### config.mk
export PLATFORM = sky130hd
export DESIGN_NAME = gtu_ctrl
export DESIGN_NICKNAME = d
export VERILOG_FILES = /design/src/hw/rtl/gtu_pkg.sv /design/src/hw/rtl/gtu_ctrl.sv
export SDC_FILE = /design/constraint.sdc
export NUM_CORES = 1
export LEC_CHECK = 0
export BUFFER_PORTS_ARGS = -buffer_cell sky130_fd_sc_hd__buf_2
export CORE_AREA = 2 2 39 41
export CTS_CLUSTER_SIZE = 28
export DETAILED_ROUTE_END_ITERATION = 7
export DIE_AREA = 0 0 41 43
export GPL_TIMING_DRIVEN = 0
export PLACE_DENSITY = 0.57
export SETUP_SLACK_MARGIN = 0.5
export SYNTH_ARGS = -nofsm -noshare
export SYNTH_HDL_FRONTEND = slang
export SYNTH_SLANG_ARGS = --single-unit
### constraint.sdc
create_clock -name aclk -period 3.8 [get_ports aclk]
set_input_delay 0.38 -clock aclk [delete_from_list [all_inputs] [get_ports aclk]]
set_output_delay 0.38 -clock aclk [all_outputs]
set_load 0.005 [all_outputs]
### src/hw/rtl/gtu_pkg.sv
// ----------------------------------------------------------------------------
// gtu_pkg
// Shared constants and controller/datapath interface types for the GBK to
// Unicode stream decoder.
// ----------------------------------------------------------------------------
package gtu_pkg;

    localparam logic [7:0]  LEAD_LO     = 8'h81;
    localparam logic [7:0]  LEAD_HI     = 8'hFE;
    localparam logic [7:0]  TRAIL_LO    = 8'h40;
    localparam logic [7:0]  TRAIL_HI    = 8'hFE;
    localparam logic [15:0] ASCII_MAX   = 16'h007F;
    localparam logic [15:0] REPLACEMENT = 16'hFFFD;

    // s_tuser codes
    localparam logic CMD_LOAD   = 1'b0;
    localparam logic CMD_DECODE = 1'b1;

    // Controller to datapath commands
    typedef struct packed {
        logic accept;    // input beat taken this cycle
        logic setup;     // load code and search bounds
        logic sel;       // 0: first code of the beat, 1: second code
        logic search;    // one compare step against the RAM read data
        logic push;      // move the result into the output register
        logic run_last;  // pushed result is the last one of its beat
    } gtu_cmd_t;

    // Datapath to controller status
    typedef struct packed {
        logic [1:0] n_results;   // results caused by the beat on s_tdata
        logic       search_done; // lookup resolved this cycle
        logic       out_free;    // output register can take a result
    } gtu_sts_t;

endpackage

### src/hw/rtl/gtu_ctrl.sv
// ----------------------------------------------------------------------------
// gtu_ctrl
// Controller: sequences up to two table lookups per input beat and hands
// each result to the output register.
// ----------------------------------------------------------------------------
module gtu_ctrl
    import gtu_pkg::*;
(
    input  logic     aclk,
    input  logic     aresetn,
    input  logic     s_tvalid,
    output logic     s_tready,
    input  gtu_sts_t sts,
    output gtu_cmd_t cmd
);

    typedef enum logic [1:0] {
        ST_IDLE,
        ST_SETUP,
        ST_SEARCH,
        ST_PUSH
    } state_t;

    state_t state_reg;
    logic   sel_reg;
    logic   two_reg;
    logic   ready_reg;
    logic   accept;

    assign accept   = s_tvalid && ready_reg;
    assign s_tready = ready_reg;

    always_comb begin
        cmd.accept   = accept;
        cmd.setup    = (state_reg == ST_SETUP);
        cmd.sel      = sel_reg;
        cmd.search   = (state_reg == ST_SEARCH);
        cmd.push     = (state_reg == ST_PUSH) && sts.out_free;
        cmd.run_last = !(two_reg && !sel_reg);
    end

    always_ff @(posedge aclk) begin
        if (!aresetn) begin
            state_reg <= ST_IDLE;
            sel_reg   <= 1'b0;
            two_reg   <= 1'b0;
            ready_reg <= 1'b1;
        end else begin
            unique case (state_reg)
                ST_IDLE: begin
                    if (accept && sts.n_results != 2'd0) begin
                        sel_reg   <= 1'b0;
                        two_reg   <= (sts.n_results == 2'd2);
                        ready_reg <= 1'b0;
                        state_reg <= ST_SETUP;
                    end
                end
                ST_SETUP: begin
                    state_reg <= ST_SEARCH;
                end
                ST_SEARCH: begin
                    if (sts.search_done) begin
                        state_reg <= ST_PUSH;
                    end
                end
                ST_PUSH: begin
                    // hold the result until the output register frees up
                    if (sts.out_free) begin
                        if (two_reg && !sel_reg) begin
                            sel_reg   <= 1'b1;
                            state_reg <= ST_SETUP;
                        end else begin
                            ready_reg <= 1'b1;
                            state_reg <= ST_IDLE;
                        end
                    end
                end
                default: begin
                    state_reg <= ST_IDLE;
                end
            endcase
        end
    end

endmodule

==> summary.txt, run 1 <==
Cells and area
  – Layout cells sized above 1: 36.8%
  – Final nets: 70
  – Filler cells: 156
  – Flip-flop count of the largest register after layout: 2
  – Multi-input gate area: 211 um2
  – Area Overhead vs Synth: 31.6%
  – Final cell count without fillers: 73
  – Register Area: 100 um2
  – ANT cells: 0

Power and ir drop
  – Peak VDD IR: 273 uV
  – Logic pwr share: 45.1%
  – Switching power total: 103 uW
  – Reg power frac: 31.7%
  – Power Density: 573 nW/um2
  – Leakage Power: 0.000244 uW
  – Switch share: 38.8%
  – Design Power: 266 uW
  – Clock share of power: 23.2%
  – Internal: 163 uW

Detailed routing
  – Post-route ant nets: 0
  – Via count: 337
  – Iter 0 DRT Violations: 3
  – Via density: 4.62
  – Routed WL: 721 um
  – DRC: 0
  – Avg WL per Cell: 9.88 um
  – Initial DRT Pass Iterations: 4

Setup path
  – Slowest CP cell: a222oi_1
  – CP max FO: 6
  – Worst path max stage delay: 0.52 ns
  – WP buf/inv: 1
  – Worst path cell trace: inv_1, ha_1, a222oi_1, mux2i_1
  – Worst path arrival time: 1.81 ns
  – Crit end category: register
  – Required @ worst endpoint: 3.97 ns
  – Startpoint types: register
  – Kind of critical path: reg2reg
  – Largest delay share family, worst path: compound AO/OA/AOI/OAI gates

Floorplan
  – Starting Density: 25.5%
  – Die span in x: 41 um
  – Core Box Area: 1380 um2
  – IO Count: 14
  – Die Area: 1760 um2
  – Die height: 43 um
  – Row cnt: 14

Placement
  – Post-DP HPWL: 557 um
  – Inst Count DP: 69
  – I/O Buffers: 13
  – Final RePlAce weighted congestion: 0.651

GRT
  – GR Overflow Total: 0
  – Global-route wire length before repair: 1210 um
  – Vias in the first global route: 310
  – Largest net degree at the start of global routing: 7
  – Initial antenna violation count: 0
  – Total track usage: 10.4%

Timing
  – Final setup skew: 0.00297 ns
  – RSZ-0062 raised after global routing: no
  – Setup Total Neg Slack: 0 ns
  – Fmax: 610 MHz
  – Final setup vio count: 0
  – Hold Violations, Final: 0
  – Hold WS: 0.366 ns
  – Crit path time final: 1.64 ns
  – Slew Limit Fails: 0
  – Worst Tran Pin Value: 0.549 ns
  – Worst slew margin: 63.4%
  – Tcrit/Tclk final: 43.2%

Synth
  – Syn Nets: 52
  – Main area contributors after synthesis: dfxtp_1, ha_1, inv_1, mux2i_1, buf_4
  – Yosys reg bits: 5
  – Primary FF master, synth: dfxtp_1
  – Post-synth cell types: 19
  – Syn Inst Count: 40
  – Post-Syn Area: 353 um2
  – Top cell type's share of synthesized area: 28.4%
  – YS warnings: 0
  – Largest area contributor in the netlist: dfxtp_1
  – Commonest cells in the netlist: inv_1, dfxtp_1, ha_1, nand2_1
  – Syn Area/Cell: 8.82 um2
  – Post-synth ARST share: 0%
  – Number of flops mapped to enable cells by yosys: 0
  – Sequential share of the synthesized area: 28.4%
  – Most common cell in the synthesized netlist: inv_1

Clocking
  – TritonCTS Buffers: 3
  – Setup repair bufs after CTS: 0
  – Clock transition at path regs: 0.04 ns
  – CTS tree: built
  – Worst skew pair latency: 0.24 ns
  – Longest Clk Path Bufs: 2
  – # H-tree levels: 1
  – Post_cts resized: 0
  – Hold buffers post-CTS: 0
  – Clock sinks: 5
  – Root Buffer: clkbuf_4

Status
  – Run status: finished clean

Flow run
  – Max Cap Viol: 0

Min path
  – Worst hold path type: in2reg
-- metrics by stage --
step	area, um2	setup WS [ns]	util (%)
after floorplan	353	2.38	-
after global placement	438	2.20	31.6
after detailed placement	438	2.17	31.6
after CTS	464	2.16	33.5
after global routing	464	2.04	33.5
final	464	2.16	33.5
-- area by class of cell --
| class | instances | area share (%) |
|---|---|---|
| Buffer | 2 | 3.23 |
| Tap cell | 16 | 4.31 |
| Sequential cell | 5 | 21.6 |
| Clock buffer | 4 | 5.66 |
| Multi-Input combinational cell | 26 | 45.6 |
| Inverter | 7 | 5.66 |
| Timing Repair Buffer | 13 | 14.0 |
-- worst register-to-register path, delay by kind of cell, from the launching register on --
kind                     cells  cell delay (ns)
multiplexers                 1             0.23
adder cells (fa/ha/maj)      1             0.28
AO/OA/AOI/OAI                1             0.52
flip-flops                   1             0.42
buffers and inverters        1             0.11
-- cell families (layout without fill, tap and decap cells) --
family | Yosys count | count (layout) | share of synthesized area [%]
mux | 2 | 2 | 5.67
flops | 5 | 5 | 28.4
compound gates | 10 | 10 | 22.3
fa+ha+maj | 5 | 5 | 17.7
simple gates | 9 | 9 | 14.2
buf+inv | 9 | 26 | 11.7
-- power by group through the flow --
stage	clock, uW	combinational [uW]	sequential, uW
6_report	61.7	120	84.5
5_1_grt	67.3	142	87.3
4_1_cts	63.9	121	84.3
3_5_place_dp	0	120	85.2
3_3_place_gp	0	121	84.8
2_1_floorplan	0	86.6	80.8
-- per-layer routing --
metal  part of all wire [%]  global-route usage (%)  up-vias
met5                      0                       0        -
met4                      0                    6.00        0
met2                     40                    13.1       15
met1                     50                    13.9      149
li1                       -                       -      173
met3                     11                    4.71        0
-- final timing paths --
check                             from                        end  slack [ns]  cells past startpoint
min                             sts[2]       two_reg$_SDFFE_PN0P_        0.37                      2
max          state_reg[0]$_SDFFE_PN0P_  state_reg[0]$_SDFFE_PN0P_        2.16                      4
max reg2reg  state_reg[0]$_SDFFE_PN0P_  state_reg[0]$_SDFFE_PN0P_        2.16                      4
min reg2reg       sel_reg$_SDFFE_PN0P_       sel_reg$_SDFFE_PN0P_        0.50                      2
-- cell usage in the layout, fill, tap and decap left out --
cell type  netlist  final
clkbuf_1         0      1
nand2_1          4      4
o21ai_0          1      1
ha_1             5      5
o31ai_1          2      2
mux2i_1          2      2
nand2b_1         1      1
a311oi_1         1      1
a222oi_1         1      1
clkbuf_4         0      3
and4b_1          1      1
a211o_2          1      1
inv_1            7      7
buf_4            2      2
o211ai_2         1      1
nor3_1           1      1
and2_2           1      1
a21oi_1          1      1
a31oi_1          2      2
dfxtp_1          5      5
nor2b_1          1      1
buf_2            0     13
Note: power is estimated with default switching activity, not from simulation.
==> run 2, diff against run 1 <==
- ABC_AREA: not set -> 1
- PLACE_DENSITY: 0.57 -> 0.62
- clock period: 3.8 -> 1.45 ns (I/O delays scaled with it)
==> run 2 against run 1 <==
Effect of this change: flip-flop and latch count is the same; final cell count grew 41%; core utilization grew 20 points; critical path type is now reg2out; largest cell class unchanged; largest power group unchanged.
==> summary.txt, run 2 <==
Status
  – Run status: finished clean

Timing
  – RSZ-0062 raised after global routing: yes
  – Fmax: 887 MHz
  – Final setup vio count: 0
  – Crit path time final: 1.13 ns
  – Hold Violations, Final: 0
  – Worst Tran Pin Value: 0.187 ns
  – Setup Total Neg Slack: 0 ns
  – Final setup skew: 0.00335 ns
  – Slew Limit Fails: 0
  – Hold WS: 0.142 ns
  – Worst slew margin: 87.5%
  – Tcrit/Tclk final: 77.8%

Cells and area
  – Flip-flop count of the largest register after layout: 2
  – Area Overhead vs Synth: 88.3%
  – Multi-input gate area: 327 um2
  – ANT cells: 0
  – Filler cells: 127
  – Final cell count without fillers: 103
  – Leading cell type in the layout, fill and taps excluded: buf_4
  – Layout cells sized above 1: 69.0%
  – Finished Cell Area: 747 um2
  – Final nets: 100
  – Most frequent cells in the layout: buf_4, nand2_1, buf_2
  – Register Area: 111 um2

Synth
  – Syn Inst Count: 58
  – Largest area contributor in the netlist: dfxtp_1
  – Main area contributors after synthesis: dfxtp_1, ha_1, nand2_1, inv_1, nor2_1
  – Syn Area/Cell: 6.84 um2
  – Primary FF master, synth: dfxtp_1
  – Syn Nets: 70
  – Post-synth cell types: 17
  – Most common cell in the synthesized netlist: nand2_1
  – Post-Syn Area: 397 um2
  – Yosys reg bits: 5
  – Number of flops mapped to enable cells by yosys: 0
  – Post-synth ARST share: 0%
  – Top cell type's share of synthesized area: 25.2%
  – YS warnings: 0
  – Sequential share of the synthesized area: 25.2%
  – Commonest cells in the netlist: nand2_1, inv_1, nor2_1, dfxtp_1, ha_1

Clocking
  – TritonCTS Buffers: 3
  – Worst skew pair latency: 0.25 ns
  – Longest Clk Path Bufs: 2
  – # H-tree levels: 1
  – CTS tree: built
  – Root Buffer: clkbuf_4
  – Clock sinks: 5
  – Hold buffers post-CTS: 0
  – Clock transition at path regs: 0.04 ns

Power and ir drop
  – Power Density: 1890 nW/um2
  – Peak VDD IR: 885 uV
  – Design Power: 1410 uW
  – Leakage Power: 0.000357 uW

Detailed routing
  – Initial DRT Pass Iterations: 4
  – DRC: 0
  – Via count: 464
  – Avg WL per Cell: 11.2 um
  – Iter 0 DRT Violations: 8
  – Routed WL: 1160 um
  – Post-route ant nets: 0
  – Via density: 4.50

Floorplan
  – Die span in x: 41 um
  – Row cnt: 14
  – IO Count: 14
  – Starting Density: 28.7%
  – Core Box Area: 1380 um2
  – Die height: 43 um
  – Die Area: 1760 um2

Min path
  – Worst hold path type: in2reg

GRT
  – Largest net degree at the start of global routing: 6
  – GR Overflow Total: 0
  – Total track usage: 13.9%
  – Vias in the first global route: 387
  – Initial antenna violation count: 0
  – Global-route wire length before repair: 1550 um

Flow run
  – Max Cap Viol: 0

Setup path
  – Crit end category: output port
  – Slowest CP cell: dfxtp_4
  – Startpoint types: register
  – Required @ worst endpoint: 1.31 ns
  – Worst path cell trace: buf_6, ha_4, buf_6
  – CP max FO: 4
  – Worst path max stage delay: 0.36 ns
  – CP most frequent cell: buf_6
  – Worst path arrival time: 0.98 ns
  – Kind of critical path: reg2out

Placement
  – Placement Cell Area: 542 um2
  – Post-DP HPWL: 635 um
  – Inst Count DP: 87
  – Final RePlAce weighted congestion: 0.812
  – I/O Buffers: 13
## run 2: cell type report
type	count	share of cell area [%]
inverters	12	7.04
plain buffers	2	3.02
repair buffers	25	25.1
multi-input cells	39	43.7
clock buffers	4	3.52
flip-flops and latches	5	14.9
well taps	16	2.68
## run 2: path summary, 6_finish.rpt
kind	from	to	slack, ns	cells after the start
worst max-delay path	state_reg[1]$_SDFFE_PN0P_	cmd[2]	0.32	3
worst min-delay path	aresetn	state_reg[0]$_SDFFE_PN0P_	0.14	3
worst max register to register	state_reg[0]$_SDFFE_PN0P_	sel_reg$_SDFFE_PN0P_	0.33	5
worst min register to register	sel_reg$_SDFFE_PN0P_	sel_reg$_SDFFE_PN0P_	0.50	2
## run 2: power by group
group	internal, uW	switching (uW)
Combinational	497	460
Sequential	212	78.9
Clock	104	61.5
## run 2: per-stage QoR
stage          utilization (%)  setup slack (ns)
2_1_floorplan                -             0.479
3_3_place_gp              39.2             0.394
3_5_place_dp              39.2             0.378
4_1_cts                   49.0             0.289
5_1_grt                   54.0             0.272
6_report                  54.0             0.322
## run 2: cells by family (layout without fill, tap and decap cells)
logic type,count (synthesis),after routing,synth area share [%]
buffers and inverters,14,43,15.1
AO/OA/AOI/OAI,5,5,6.62
AND/OR/NAND/NOR,29,29,37.2
adder cells (fa/ha/maj),5,5,15.8
flip-flops,5,5,25.2
## run 2: worst max-delay path: cells and delay by family, from the launching register on
kind | cells | cell delay (ns)
buffers and inverters | 2 | 0.23
adder cells (fa/ha/maj) | 1 | 0.15
flip-flops | 1 | 0.36
## run 2: per-layer routing
layer | routed length (um) | track usage [%] | share of wire [%]
met4 | 13 | 12.0 | 1.1
met3 | 56 | 4.71 | 4.8
met1 | 417 | 14.4 | 36
met5 | 0 | 0 | 0
met2 | 671 | 20.9 | 58
## run 2: what timing repair did
| action | CTS | global route |
|---|---|---|
| gates resized for setup | 14 | 10 |
| setup endpoints to repair | 10 | 12 |
| pin swaps | 6 | 4 |
| setup buffers | 8 | 4 |
==> run 3, diff against run 2 <==
- ABC_AREA: 1 -> 0
- PLACE_DENSITY: 0.62 -> 0.57
- clock period: 1.45 -> 1.1 ns (I/O delays scaled with it)
==> run 3 against run 2 <==
Effect of this change: the run now ends with negative setup slack left; core utilization shrank 1.8 points; routed wire length shrank 11%; first-iteration DRC count shrank 38%; setup slack lost 0.57 ns; count of clock-buffer cells in the layout is the same; clock skew shrank 0.0019 ns; non-clock buffer count is the same; flip-flop and latch count is the same; clock power grew 27%; highest routed layer unchanged.
==> summary.txt, run 3 (synthesis gave the netlist of run 1 again) <==
Cells and area
  – Most frequent cells in the layout: buf_6, buf_2, buf_4
  – Final nets: 82
  – Area Overhead vs Synth: 105%
  – Final cell count without fillers: 85
  – Flip-flop count of the largest register after layout: 2
  – Leading cell type in the layout, fill and taps excluded: buf_6
  – Layout cells sized above 1: 73.9%
  – ANT cells: 0

Timing
  – Final setup vio count: 9
  – Fmax: 742 MHz
  – Tcrit/Tclk final: 122%
  – Hold WS: 0.116 ns
  – Hold Violations, Final: 0
  – Slew Limit Fails: 0
  – Worst Tran Pin Value: 0.330 ns
  – Crit path time final: 1.35 ns
  – RSZ-0062 raised after global routing: yes
  – Setup Total Neg Slack: -1.28 ns
  – Final setup skew: 0.00147 ns
  – Setup ws final: -0.247 ns
  – Worst slew margin: 78.0%

Detailed routing
  – Iter 0 DRT Violations: 5
  – Avg WL per Cell: 12.2 um
  – Routed WL: 1030 um
  – Initial DRT Pass Iterations: 4
  – Via density: 4.71
  – Via count: 400
  – Post-route ant nets: 0
  – DRC: 0

Floorplan
  – IO Count: 14
  – Core Box Area: 1380 um2
  – Die height: 43 um
  – Die span in x: 41 um
  – Starting Density: 25.5%
  – Die Area: 1760 um2
  – Row cnt: 14

Clocking
  – Clock sinks: 5
  – Longest Clk Path Bufs: 2
  – Hold buffers post-CTS: 0
  – Root Buffer: clkbuf_4
  – # H-tree levels: 1
  – Worst skew pair latency: 0.24 ns
  – CTS tree: built
  – TritonCTS Buffers: 3
  – Clock transition at path regs: 0.04 ns

Min path
  – Hold path cells: 2
  – Worst hold path type: in2reg

Placement
  – Post-DP HPWL: 599 um
  – Final RePlAce weighted congestion: 0.642
  – I/O Buffers: 13
  – Inst Count DP: 69

Power and ir drop
  – Leakage Power: 0.000329 uW
  – Power Density: 2190 nW/um2
  – Design Power: 1580 uW
  – Peak VDD IR: 1360 uV

Setup path
  – CP max FO: 3
  – Startpoint types: register
  – Largest delay share family, worst path: flip-flops
  – Slowest CP cell: dfxtp_4
  – Worst path cell trace: inv_4, ha_4, a222oi_1, buf_4, mux2i_1
  – Worst path max stage delay: 0.36 ns
  – Crit end category: register
  – Kind of critical path: reg2reg
  – R2R depth: 5
  – CP Depth: 5
  – Required @ worst endpoint: 1.26 ns
  – WP buf/inv: 2
  – Worst path arrival time: 1.51 ns

Status
  – Run status: finished, violations left
  – Failing checks: negative setup slack

Flow run
  – Max Cap Viol: 0

GRT
  – GR Overflow Total: 0
  – Largest net degree at the start of global routing: 7
  – Total track usage: 11.5%
  – Initial antenna violation count: 0
  – Vias in the first global route: 368
  – Global-route wire length before repair: 1360 um
==> run 3: path summary, 6_finish.rpt <==
| kind | startpoint | to | slack (ns) |
|---|---|---|---|
| worst max-delay path | state_reg[0]$_SDFFE_PN0P_ | state_reg[1]$_SDFFE_PN0P_ | -0.25 |
| worst min-delay path | sts[2] | two_reg$_SDFFE_PN0P_ | 0.12 |
| worst max register to register | state_reg[0]$_SDFFE_PN0P_ | state_reg[1]$_SDFFE_PN0P_ | -0.25 |
| worst min register to register | state_reg[1]$_SDFFE_PN0P_ | state_reg[1]$_SDFFE_PN0P_ | 0.52 |
==> run 3: timing repair <==
item,CTS,global route
buffers inserted,7,5
pin swaps,5,1
gates resized for setup,25,6
endpoints found under the hold margin,0,0
endpoints found under the setup margin,12,12
==> run 3: layer usage <==
layer	wire length, um	global-route usage (%)	vias to the layer above
li1	-	-	197
met2	593	21.3	17
met5	0	0	-
met3	86	6.28	2
met1	351	10.1	184
met4	2	2.00	0
==> run 3: metrics by stage <==
step	instance area (um2)	worst slack (ns)	utilization, %
4_1_cts	663	-0.169	47.9
6_report	722	-0.247	52.2
3_5_place_dp	475	-0.339	34.4
5_1_grt	722	-0.302	52.2
2_1_floorplan	390	-0.209	-
3_3_place_gp	475	-0.337	34.4
==> run 3: final cells by class <==
type / instances / area, um2
well taps: 16 / 20.0
clock buffers: 4 / 26.3
multi-input cells: 26 / 295
flip-flops and latches: 5 / 111
plain buffers: 2 / 22.5
fillers: 129 / 662
inverters: 7 / 33.8
repair buffers: 25 / 213
==> run 3: worst reg2reg max path: stages (launching register included) <==
cell and delay (ns):
dfxtp_4 0.36, inv_4 0.05, ha_4 0.15, a222oi_1 0.35, buf_4 0.19, mux2i_1 0.16
==> run 3: where the power goes <==
part / internal (uW) / switching (uW) / total (uW) / leakage, uW
Clock: 137 / 73.0 / 210 / 0.0000150
Combinational: 619 / 417 / 1040 / 0.000271
Sequential: 255 / 84.0 / 339 / 0.0000430
Total: 1010 / 574 / 1580 / 0.000329
